$ cat src/sv/idp_pkg.sv
`timescale 1ns / 1ps
// ---------------------------------------------------------------------------
// idp_pkg
// Shared types and constants of the DIB icon pixel decoder.
// ---------------------------------------------------------------------------
package idp_pkg;

	localparam int PALETTE_DEPTH_DEF = 256;
	localparam int MAX_DIMENSION_DEF = 8192;

	localparam int BPP_W   = 6;
	localparam int COLORS_W = 9;
	localparam int DIM_W   = 14;
	localparam int POS_W   = 13;
	localparam int CFG_W   = 14;
	localparam int CFG_IDX_W = 3;

	// register indexes
	localparam logic [CFG_IDX_W-1:0] REG_BPP       = 3'd0;
	localparam logic [CFG_IDX_W-1:0] REG_COLORS    = 3'd1;
	localparam logic [CFG_IDX_W-1:0] REG_WIDTH     = 3'd2;
	localparam logic [CFG_IDX_W-1:0] REG_HEIGHT    = 3'd3;
	localparam logic [CFG_IDX_W-1:0] REG_ROW_ORDER = 3'd4;

	// reset values
	localparam logic [BPP_W-1:0]    BPP_RST    = 6'd32;
	localparam logic [COLORS_W-1:0] COLORS_RST = 9'd0;
	localparam logic [DIM_W-1:0]    WIDTH_RST  = 14'd16;
	localparam logic [DIM_W-1:0]    HEIGHT_RST = 14'd16;

	// decoded depths
	localparam logic [BPP_W-1:0] BPP_1  = 6'd1;
	localparam logic [BPP_W-1:0] BPP_4  = 6'd4;
	localparam logic [BPP_W-1:0] BPP_8  = 6'd8;
	localparam logic [BPP_W-1:0] BPP_24 = 6'd24;
	localparam logic [BPP_W-1:0] BPP_32 = 6'd32;

	// item kinds
	localparam logic FUNC_PAL_WRITE = 1'b0;
	localparam logic FUNC_DECODE    = 1'b1;

	typedef struct packed {
		logic [BPP_W-1:0]    bpp;
		logic [COLORS_W-1:0] colors;
		logic [DIM_W-1:0]    width;
		logic [DIM_W-1:0]    height;
		logic                top_first;
	} cfg_t;

	typedef struct packed {
		logic [7:0]       red;
		logic [7:0]       green;
		logic [7:0]       blue;
		logic [7:0]       alpha;
		logic [7:0]       mask_alpha;
		logic [POS_W-1:0] pos_x;
		logic [POS_W-1:0] pos_y;
		logic             alpha_seen;
		logic             last;
		logic             use_pal;
	} pix_t;

endpackage

$ cat src/sv/idp_track.sv
`timescale 1ns / 1ps
// ---------------------------------------------------------------------------
// idp_track
// Column / row tracking, pixel select, unpack, mask and alpha flag.
// ---------------------------------------------------------------------------
module idp_track
	import idp_pkg::*;
#(
	parameter int PALETTE_DEPTH = PALETTE_DEPTH_DEF,
	parameter int MAX_DIMENSION = MAX_DIMENSION_DEF,
	parameter int AW            = 8
) (
	input  logic          clk,
	input  logic          arst_n,
	input  cfg_t          cfg,
	input  logic          step,
	input  logic [31:0]   pixel_bytes,
	input  logic [7:0]    mask_byte,
	output pix_t          pix,
	output logic [AW-1:0] pal_addr
);

	localparam logic [DIM_W-1:0]    MAX_DIM = DIM_W'(MAX_DIMENSION);
	localparam logic [COLORS_W-1:0] PAL_LIM = COLORS_W'(PALETTE_DEPTH);

	logic [POS_W-1:0] col_q, row_q;
	logic             flag_q;

	logic [DIM_W-1:0]    w, h, col_inc, row_inc, flip;
	logic [COLORS_W-1:0] size, idx9;
	logic [7:0]          idx, lo;
	logic                mbit, pal_depth, row_end, img_end, flag_nx;

	always_comb begin
		w = (cfg.width == '0) ? DIM_W'(1) : ((cfg.width > MAX_DIM) ? MAX_DIM : cfg.width);
		h = (cfg.height == '0) ? DIM_W'(1) : ((cfg.height > MAX_DIM) ? MAX_DIM : cfg.height);
		lo = pixel_bytes[7:0];

		pal_depth = (cfg.bpp == BPP_8) || (cfg.bpp == BPP_4) || (cfg.bpp == BPP_1);
		size = (cfg.colors == '0) ? (COLORS_W'(1) << cfg.bpp[3:0]) : cfg.colors;

		case (cfg.bpp)
			BPP_8:   idx = lo;
			BPP_4:   idx = {4'd0, (col_q[0] ? lo[3:0] : lo[7:4])};
			default: idx = {7'd0, lo[~col_q[2:0]]};
		endcase
		idx9 = {1'b0, idx};
		pal_addr = AW'(idx);

		mbit = mask_byte[~col_q[2:0]];

		pix = '0;
		pix.use_pal = pal_depth && (idx9 < size) && (idx9 < PAL_LIM);
		pix.alpha = 8'hFF;
		if (cfg.bpp == BPP_32) begin
			pix.blue  = pixel_bytes[7:0];
			pix.green = pixel_bytes[15:8];
			pix.red   = pixel_bytes[23:16];
			pix.alpha = pixel_bytes[31:24];
		end else if (cfg.bpp == BPP_24) begin
			pix.blue  = pixel_bytes[7:0];
			pix.green = pixel_bytes[15:8];
			pix.red   = pixel_bytes[23:16];
		end
		if (cfg.bpp != BPP_32 && mbit) begin
			pix.alpha = 8'h00;
		end
		pix.mask_alpha = mbit ? 8'h00 : 8'hFF;

		flag_nx = flag_q || (pix.alpha != 8'h00);
		pix.alpha_seen = flag_nx;

		// bottom-up flip wraps mod the position range
		flip = h - DIM_W'(1) - {1'b0, row_q};
		pix.pos_x = col_q;
		pix.pos_y = cfg.top_first ? row_q : flip[POS_W-1:0];

		col_inc = {1'b0, col_q} + DIM_W'(1);
		row_inc = {1'b0, row_q} + DIM_W'(1);
		row_end = (col_inc >= w);
		img_end = row_end && (row_inc >= h);
		pix.last = img_end;
	end

	always_ff @(posedge clk or negedge arst_n) begin
		if (!arst_n) begin
			col_q  <= '0;
			row_q  <= '0;
			flag_q <= 1'b0;
		end else if (step) begin
			if (row_end) begin
				col_q <= '0;
				row_q <= img_end ? '0 : row_inc[POS_W-1:0];
			end else begin
				col_q <= col_inc[POS_W-1:0];
			end
			flag_q <= img_end ? 1'b0 : flag_nx;
		end
	end

endmodule

$ cat config.mk
export PLATFORM = sky130hd
export DESIGN_NAME = idp_track
export DESIGN_NICKNAME = d
export VERILOG_FILES = /design/src/sv/idp_pkg.sv /design/src/sv/idp_track.sv
export SDC_FILE = /design/constraint.sdc
export NUM_CORES = 1
export LEC_CHECK = 0
export BUFFER_PORTS_ARGS = -buffer_cell sky130_fd_sc_hd__buf_2
export CORE_MARGIN = 2
export CORE_UTILIZATION = 45
export CTS_CLUSTER_DIAMETER = 200
export DETAILED_ROUTE_END_ITERATION = 8
export PLACE_DENSITY = 0.75
export SYNTH_ARGS = -nofsm -noshare
export SYNTH_HDL_FRONTEND = slang
export SYNTH_SLANG_ARGS = --single-unit
$ cat constraint.sdc
create_clock -name clk -period 3.98 [get_ports clk]
set_input_delay 0.796 -clock clk [delete_from_list [all_inputs] [get_ports clk]]
set_output_delay 0.796 -clock clk [all_outputs]
set_load 0.03 [all_outputs]
==> out/results.txt, run 1 <==
Number of distinct library cells after synthesis: 56. In the routed layout, each cell is associated on average with a via count of 5.493. At the end of the flow, the number of nets in the layout was 866. The run gives 0.27 ns as the clock network latency to the later pin of the worst-skew pair. Dividing the detail-routed wire length by the instance count gives 14.82 um. The number of nets in the synthesized netlist is 671. Summed over all layers, the routed wires come to 12.38 mm. 164 I/O pins were placed. The pre-antenna-repair detailed-routing pass consisted of 4 iterations. From bottom edge to top edge, the die measures 98.65 um. By startpoint and endpoint, the worst setup path is classified as in -> out. The logs give 5136 sq um for the placed standard-cell area and 0.9066 for the final weighted congestion in routability-driven placement. The minimum period implied by the final worst setup slack was 4.077 ns. The depth of the CTS H-tree was 1.

Global routing finished with a remaining overflow of 0. Entering global routing, the biggest net connects 28 pins. The post-synthesis async set-or-reset flop share is 1.000. Setup repair after global routing could not meet its margin everywhere.

After synthesis the netlist holds a flip-flop and latch count of 27. In this run the critical register-to-register path is captured at row_q[12]. Compared with the post-synthesis result, the final layout area differs by 37.09%.

The worst setup path is launched from a primary input. The wire length of the first global-routing pass was 19.85 mm; the number of inserted filler cells in the final layout was 783. In the synthesized netlist, the cells that appear most often are nand2_1, ha_1, inv_1, o21ai_0, and2_1. The run gives 4428 as the number of global-route vias before repair.

Starting DRC count in detailed routing: 155. In this run the worst path has a maximum fanout of 2. At the worst endpoint, the arrival time is 3.28 ns. For the total negative setup slack, the log shows -0.1194 ns. The max-cap check violation count was 0. Port buffering added 163 buffers. The die covers 9732 sq um. Setup violations remaining at the end of the flow were counted as 3. CTS placed an instance of clkbuf_8 at the clock tree root. Across the routed clock network, the largest skew measured is 0.002716 ns.

The share of the clock period used by the worst path after layout came out at 1.024. The number of standard-cell rows in the floorplan was 34. The min-delay analysis places its worst path in the category in -> async.

The starting utilization of the core area is 0.4623, and the length in cells of the worst reg-to-reg path is 15. The clock net in this run drives a total of 27 sinks. The tools report the category of the worst setup path capture point as an output pin. The tools report the portion of the post-synthesis area used by sequential elements as 0.1676.

Once detail routing completed, the nets flagged for antenna violations numbered 0. The tools report the minimum setup slack among reg-to-reg paths as 0.45 ns. The final reports fail on negative setup slack.

Static timing analysis puts the maximum clock frequency at 245.3 MHz. The slew at the pin with the worst max-slew slack came out at 0.6085 ns. The flow ran to the end, but the final reports show violations. Yosys mapped a number of flops with a built-in enable equal to 0. Start of the worst register-to-register path: col_q[2].

Share of layout cells above drive strength 1: 0.3714. Worst hold-check slack: 0.5233 ns. The number of antenna diodes in the final layout is 0. The area share of the leading cell type in the synthesized netlist was 0.1676. For the critical path required time, the log shows 3.18 ns. The biggest area contributor in the post-synthesis netlist is dfrtp_1.

Among all cell types in the netlist, the one instantiated most often is nand2_1. The logs give 8721 sq um for the core footprint and 9.870 mm for the half-perimeter wire length of the detailed placement result. The total power per unit cell area is 402.5 nW/um^2, and the leakage power total is 3.036 nW. In this run the deepest clock path goes through 2 buffers.

The number of clock buffers inserted by TritonCTS was 3. The logs give -0.09651 ns for the final critical-path setup slack and 0 for the number of hold-slack violations in the final timing report. The predominant post-synthesis flop cell is dfrtp_1. The finished cells cover 5527 sq um. The normalized max-slew margin is 0.5928, and the gate count of the mapped netlist is 533. The max-slew violation total from the final report came out at 0. The initial antenna violation count was 0; the total number of yosys warnings was 0.

By area the synthesized netlist is led by dfrtp_1, ha_1, nand2_1. Overall die width: 98.65 um. The overall global routing resource usage came out at 0.2389. After synthesis the cells add up to 4031 sq um. The routed layout has 4587 vias. VDD sags by at most 0.2724 mV. After clock tree synthesis, the clock-pin slew on the worst setup and hold paths is 0.09 ns. TritonCTS built the clock tree. Each instance of the synthesized netlist takes up on average 7.564 sq um.

In the routed design, unresolved DRC markers number 0.
==> cells in the final DEF (no fill, tap or decap), types with 4 or more instances in the layout <==
master      n
a22o_1     11
and3_1     14
buf_4      62
a31oi_1     4
nand4_1     5
o21ai_0    30
o21ai_1     5
xor2_1     14
buf_2     150
nand2_1    67
dfrtp_1    25
xnor2_1    16
and2_1     30
a21o_1     21
inv_1      37
nand2_2     5
ha_1       48
nor2b_1     9
o31ai_1     5
nand3_1    18
a21oi_1    17
nor2_1     21
o21bai_1    4
a21oi_2     6
nand2b_1    8
buf_6       7
mux4_1      4
nor4_1      5
nor3_1     10
==> stage by stage <==
stage	total power, mW	setup WS (ns)	util	instances
2_1_floorplan	1.610	-0.06471	-	533
3_3_place_gp	1.957	-0.2034	0.5890	816
3_5_place_dp	2.001	-0.2755	0.5890	816
4_1_cts	2.194	0.0004823	0.6149	833
5_1_grt	2.397	-0.2043	0.6337	835
6_report	2.225	-0.09651	0.6337	835
==> worst max-delay path by stage <==
stage,from,end,cells past startpoint
CTS,cfg[1],pix[12],14
finish,cfg[36],pix[0],19
floorplan,cfg[38],pix[0],12
global route,cfg[7],pix[13],14
detailed placement,cfg[7],pix[15],14
global placement,cfg[7],pix[15],14
==> flip-flops by register name, summed over array words and instances, names as in the netlist <==
name    cells
flag_q      1
row_q      13
col_q      13
==> kinds of logic (layout without fill, tap and decap cells) <==
logic type      Yosys count  count (layout)  synth area share
compound gates          134             134            0.2228
xor+xnor                 30              30           0.06518
fa+ha+maj                51              51            0.1601
buf+inv                  70             264           0.08038
flops                    27              27            0.1676
mux                      10              10           0.04190
simple gates            211             211            0.2620
==> repair_timing <==
item	in CTS	in global routing
gates resized for setup	22	38
setup buffers	13	2
hold endpoints to repair	0	0
endpoints found under the setup margin	9	9
hold buffers	0	0
cloned	0	0
pin swaps	8	24
==> report_power, final <==
part           leakage, nW  internal [mW]  total [mW]  switching, mW
combinational         2.67          0.627        1.62          0.990
sequential           0.340          0.345       0.454          0.108
clock               0.0228         0.0716       0.153         0.0818
==> cell type report <==
cell class / count / area (sq um) / area share
clock buffers: 4 / 45.04 / 0.008150
multi-input cells: 436 / 3197 / 0.5784
repair buffers: 221 / 1325 / 0.2398
flip-flops and latches: 27 / 678.2 / 0.1227
inverters: 39 / 146.4 / 0.02649
well taps: 108 / 135.1 / 0.02445
==> per-layer routing <==
layer | share of wire | global-route usage | vias to the layer above | wire length (um)
met5 | 0 | 0 | - | 0
met4 | 0.020 | 0.06639 | 0 | 248
met3 | 0.048 | 0.02411 | 25 | 597
met2 | 0.49 | 0.4254 | 155 | 6108
met1 | 0.44 | 0.3078 | 2127 | 5423
li1 | - | - | 2280 | -
==> worst max-delay path, cell delays in order <==
cell     delay (ns)
buf_8          0.10
nor4_4         0.26
nand2_1        0.12
buf_4          0.15
buf_4          0.12
buf_4          0.12
buf_4          0.12
buf_4          0.12
buf_4          0.12
buf_4          0.12
buf_4          0.12
buf_4          0.12
buf_4          0.12
buf_4          0.12
buf_4          0.13
nor2_1         0.13
nor3_1         0.08
a21oi_2        0.16
buf_6          0.15
Power figures use the tool's default switching activity.
==> run 2, diff against run 1 <==
--- a/config.mk
+++ b/config.mk
@@ -6,11 +6,11 @@
 export NUM_CORES = 1
 export LEC_CHECK = 0
 export BUFFER_PORTS_ARGS = -buffer_cell sky130_fd_sc_hd__buf_2
+export CORE_ASPECT_RATIO = 0.6
 export CORE_MARGIN = 2
-export CORE_UTILIZATION = 45
+export CORE_UTILIZATION = 35
 export CTS_CLUSTER_DIAMETER = 200
 export DETAILED_ROUTE_END_ITERATION = 8
-export PLACE_DENSITY = 0.75
 export SYNTH_ARGS = -nofsm -noshare
 export SYNTH_HDL_FRONTEND = slang
 export SYNTH_SLANG_ARGS = --single-unit
==> constraint.sdc (replaced) <==
create_clock -name clk -period 3.98 [get_ports clk]
set_input_delay 0.199 -clock clk [delete_from_list [all_inputs] [get_ports clk]]
set_output_delay 0.199 -clock clk [all_outputs]
set_load 0.03 [all_outputs]
==> out/results.txt, run 2 (synthesis gave the netlist of run 1 again) <==
The flow ran to the end, and the final reports show no timing, DRC or antenna violations. The tools report the remaining global-route overflow as 0 (unchanged). The detailed-route wire length per cell came out at 14.72 um (-0.67%). TritonCTS built the clock tree. The detail-routed via count per cell was 5.298 (-3.5%).

Number of clock buffers inserted by TritonCTS: 3 (unchanged). The run gives 27 (unchanged) as the number of clock sinks seen by CTS. The worst hold path belongs to the class in -> reg. The final weighted congestion in routability-driven placement is 0.8729 (-3.7%). The tools report the number of global-route vias before repair as 4003 (-9.6%).

Upper clock frequency limit: 273.1 MHz (+11%). For the antenna diode count, the log shows 0 (unchanged). The logs give 0 (-3) for the final setup violation count and 2 (unchanged) for the clock tree buffer depth. The tools report the total wire length as 12.09 mm (-2.3%).

The startpoint type of the worst setup path was a flip-flop. In this run the clock root is driven by a clkbuf_16. Traced cell by cell, the critical path runs through ha_1 -> and3_1 -> and3_2 -> and3_1 -> nand3_1 -> xnor2_1 -> ha_1 -> nand4_1 -> o41ai_4 -> buf_6 -> and2_1 -> buf_2.

Number of standard-cell rows in the floorplan: 30 (-12%). The worst setup path is captured at an output pin. The total I/O pin count was 164 (unchanged); the number of search-and-repair iterations in the first detailed-routing pass was 4 (unchanged). The minimum period implied by the final worst setup slack is 3.662 ns (-0.4147 ns). The overall die width is 142.6 um (+45%).

The filler-free cell count of the finished design is 821 (-1.7%). The height of the die came out at 87.13 um (-12%). Compared with the post-synthesis result, the final layout area differs by 24.27%. For the post-detailed-route DRC marker count, the log shows 0 (unchanged). The longest individual stage delay on the worst path was 0.44 ns (+0.18 ns). For the area enclosed by the die boundary, the log shows 12420 sq um (+28%). The logs give 11260 sq um (+29%) for the core footprint and 10.27 mm (+4.0%) for the half-perimeter wire length of the detailed placement result.

The setup skew after layout is 0.001723 ns (-0.0009935 ns). The clock-pin slew on the worst setup and hold paths works out to 0.06 ns (-0.03 ns). Arrival time of data at the critical path endpoint: 3.46 ns (+0.18 ns). The number of antenna-violating nets in the routed design is 0 (unchanged), and the wire length of the first global-routing pass is 19.31 mm (-2.7%). Leaving out fill and tap cells, the most frequent cells in the layout are buf_2, nand2_1, ha_1.

Setup repair after global routing left no endpoint under its margin. The logs give 0.3741 ns (-0.1492 ns) for the worst hold-check slack and 0.3580 (-0.1043) for the starting utilization of the core area. The tools report the starting DRC count in detailed routing as 239 (+54%).

In the final layout, the registers with the most flip-flops are col_q (13), row_q (13), flag_q (1). The run gives 28 (unchanged) as the largest net degree at the start of global routing. The number of buffer and inverter stages on the critical path was 2 (-12). For the worst vdd rail ir drop, the log shows 0.2054 mV (-25%). The post-CTS setup buffer count is 0 (-13), and the number of I/O port buffers is 163 (unchanged).

The tools report the critical path required time as 3.78 ns (+0.60 ns). The logs give 816 (unchanged) for the number of cells after detailed placement and 0 (unchanged) for the initial antenna violation count. The number of vias after detailed routing was 4350 (-5.2%). The logs give 0 (unchanged) for the number of hold-slack violations in the final timing report and 0.5797 (-0.01311) for the normalized max-slew margin. The run gives 0.3182 ns (+0.4147 ns) as the final critical-path setup slack. The largest driver fanout on the critical path is 10 (+8).

The critical path's slowest cell is dfrtp_2. The total negative setup slack was 0 ns (+0.1194 ns); the total power per unit cell area was 439.4 nW/um^2 (+9.2%). The slew at the pin with the worst max-slew slack was 0.6281 ns (+0.01959 ns). The share of layout cells above drive strength 1 is 0.2792 (-0.09222), and the max-slew violation total from the final report is 0 (unchanged). For the number of nets in the final layout, the log shows 816 (-5.8%). Among cell families on the critical path, the largest total delay comes from simple AND/OR/NAND/NOR gates.

The tools report the overall global routing resource usage as 0.1911 (-0.04781). The classification of the worst setup path was reg -> out. The logs give 2.796 nW (-7.9%) for the leakage power total and 0.26 ns (about the same) for the clock network latency to the later pin of the worst-skew pair.

The logs give 1 (unchanged) for the depth of the CTS H-tree and 0 (unchanged) for the max-cap check violation count. The tools report the post-placement worst setup slack as 0.3180 ns (+0.5934 ns). The most common library cell in the layout ignoring fill and taps is buf_2. The share of the clock period used by the worst path after layout was 0.9201 (-0.1042).
-- run 2: layout make-up --
cell class	instances	area, sq um
fill	1145	6251
multi-input combinational	436	3044
timing repair buffer	171	882.1
sequential	27	676.9
tap	144	180.2
inverter	39	146.4
clock buffer	3	75.07
clock inverter	1	5.005
-- run 2: metrics by stage --
stage,util,power (mW),instance area (sq um)
finish,0.4449,2.201,5010
global route,0.4449,2.394,5010
CTS,0.4433,2.202,4992
detailed placement,0.4353,1.966,4902
global placement,0.4353,1.941,4902
floorplan,-,1.609,4031
-- run 2: layer usage --
metal | wire length (um) | up-vias | global-route usage
met5 | 0 | - | 0
met4 | 59 | 0 | 0.01710
met3 | 650 | 8 | 0.02584
met2 | 5196 | 139 | 0.3116
met1 | 6182 | 2025 | 0.2799
li1 | - | 2178 | -
-- run 2: repair_timing --
item                                   4_1_cts  5_1_grt
resized for setup                            0        4
hold buffers                                 1        0
endpoints found under the hold margin       27        0
setup endpoints to repair                    0        9
-- run 2: worst min-delay path, stage by stage --
cell     delay (ns)
buf_2          0.22
nand2_1        0.10
o22ai_1        0.06
-- run 2: path summary, 6_finish.rpt --
check	start	endpoint	slack, ns	cells after the start
max reg2reg	col_q[1]	row_q[9]	0.32	15
max	col_q[1]	pix[1]	0.32	12
min reg2reg	flag_q	flag_q	0.54	2
min in group asynchronous	arst_n	col_q[12]	0.49	2
min	step	col_q[3]	0.37	3
max in group asynchronous	arst_n	col_q[1]	3.04	2
-- run 2: power breakdown --
group | internal (mW) | switching [mW] | leakage, nW
clock | 0.135 | 0.0902 | 0.0409
sequential | 0.345 | 0.126 | 0.342
combinational | 0.553 | 0.952 | 2.41
total | 1.03 | 1.17 | 2.80
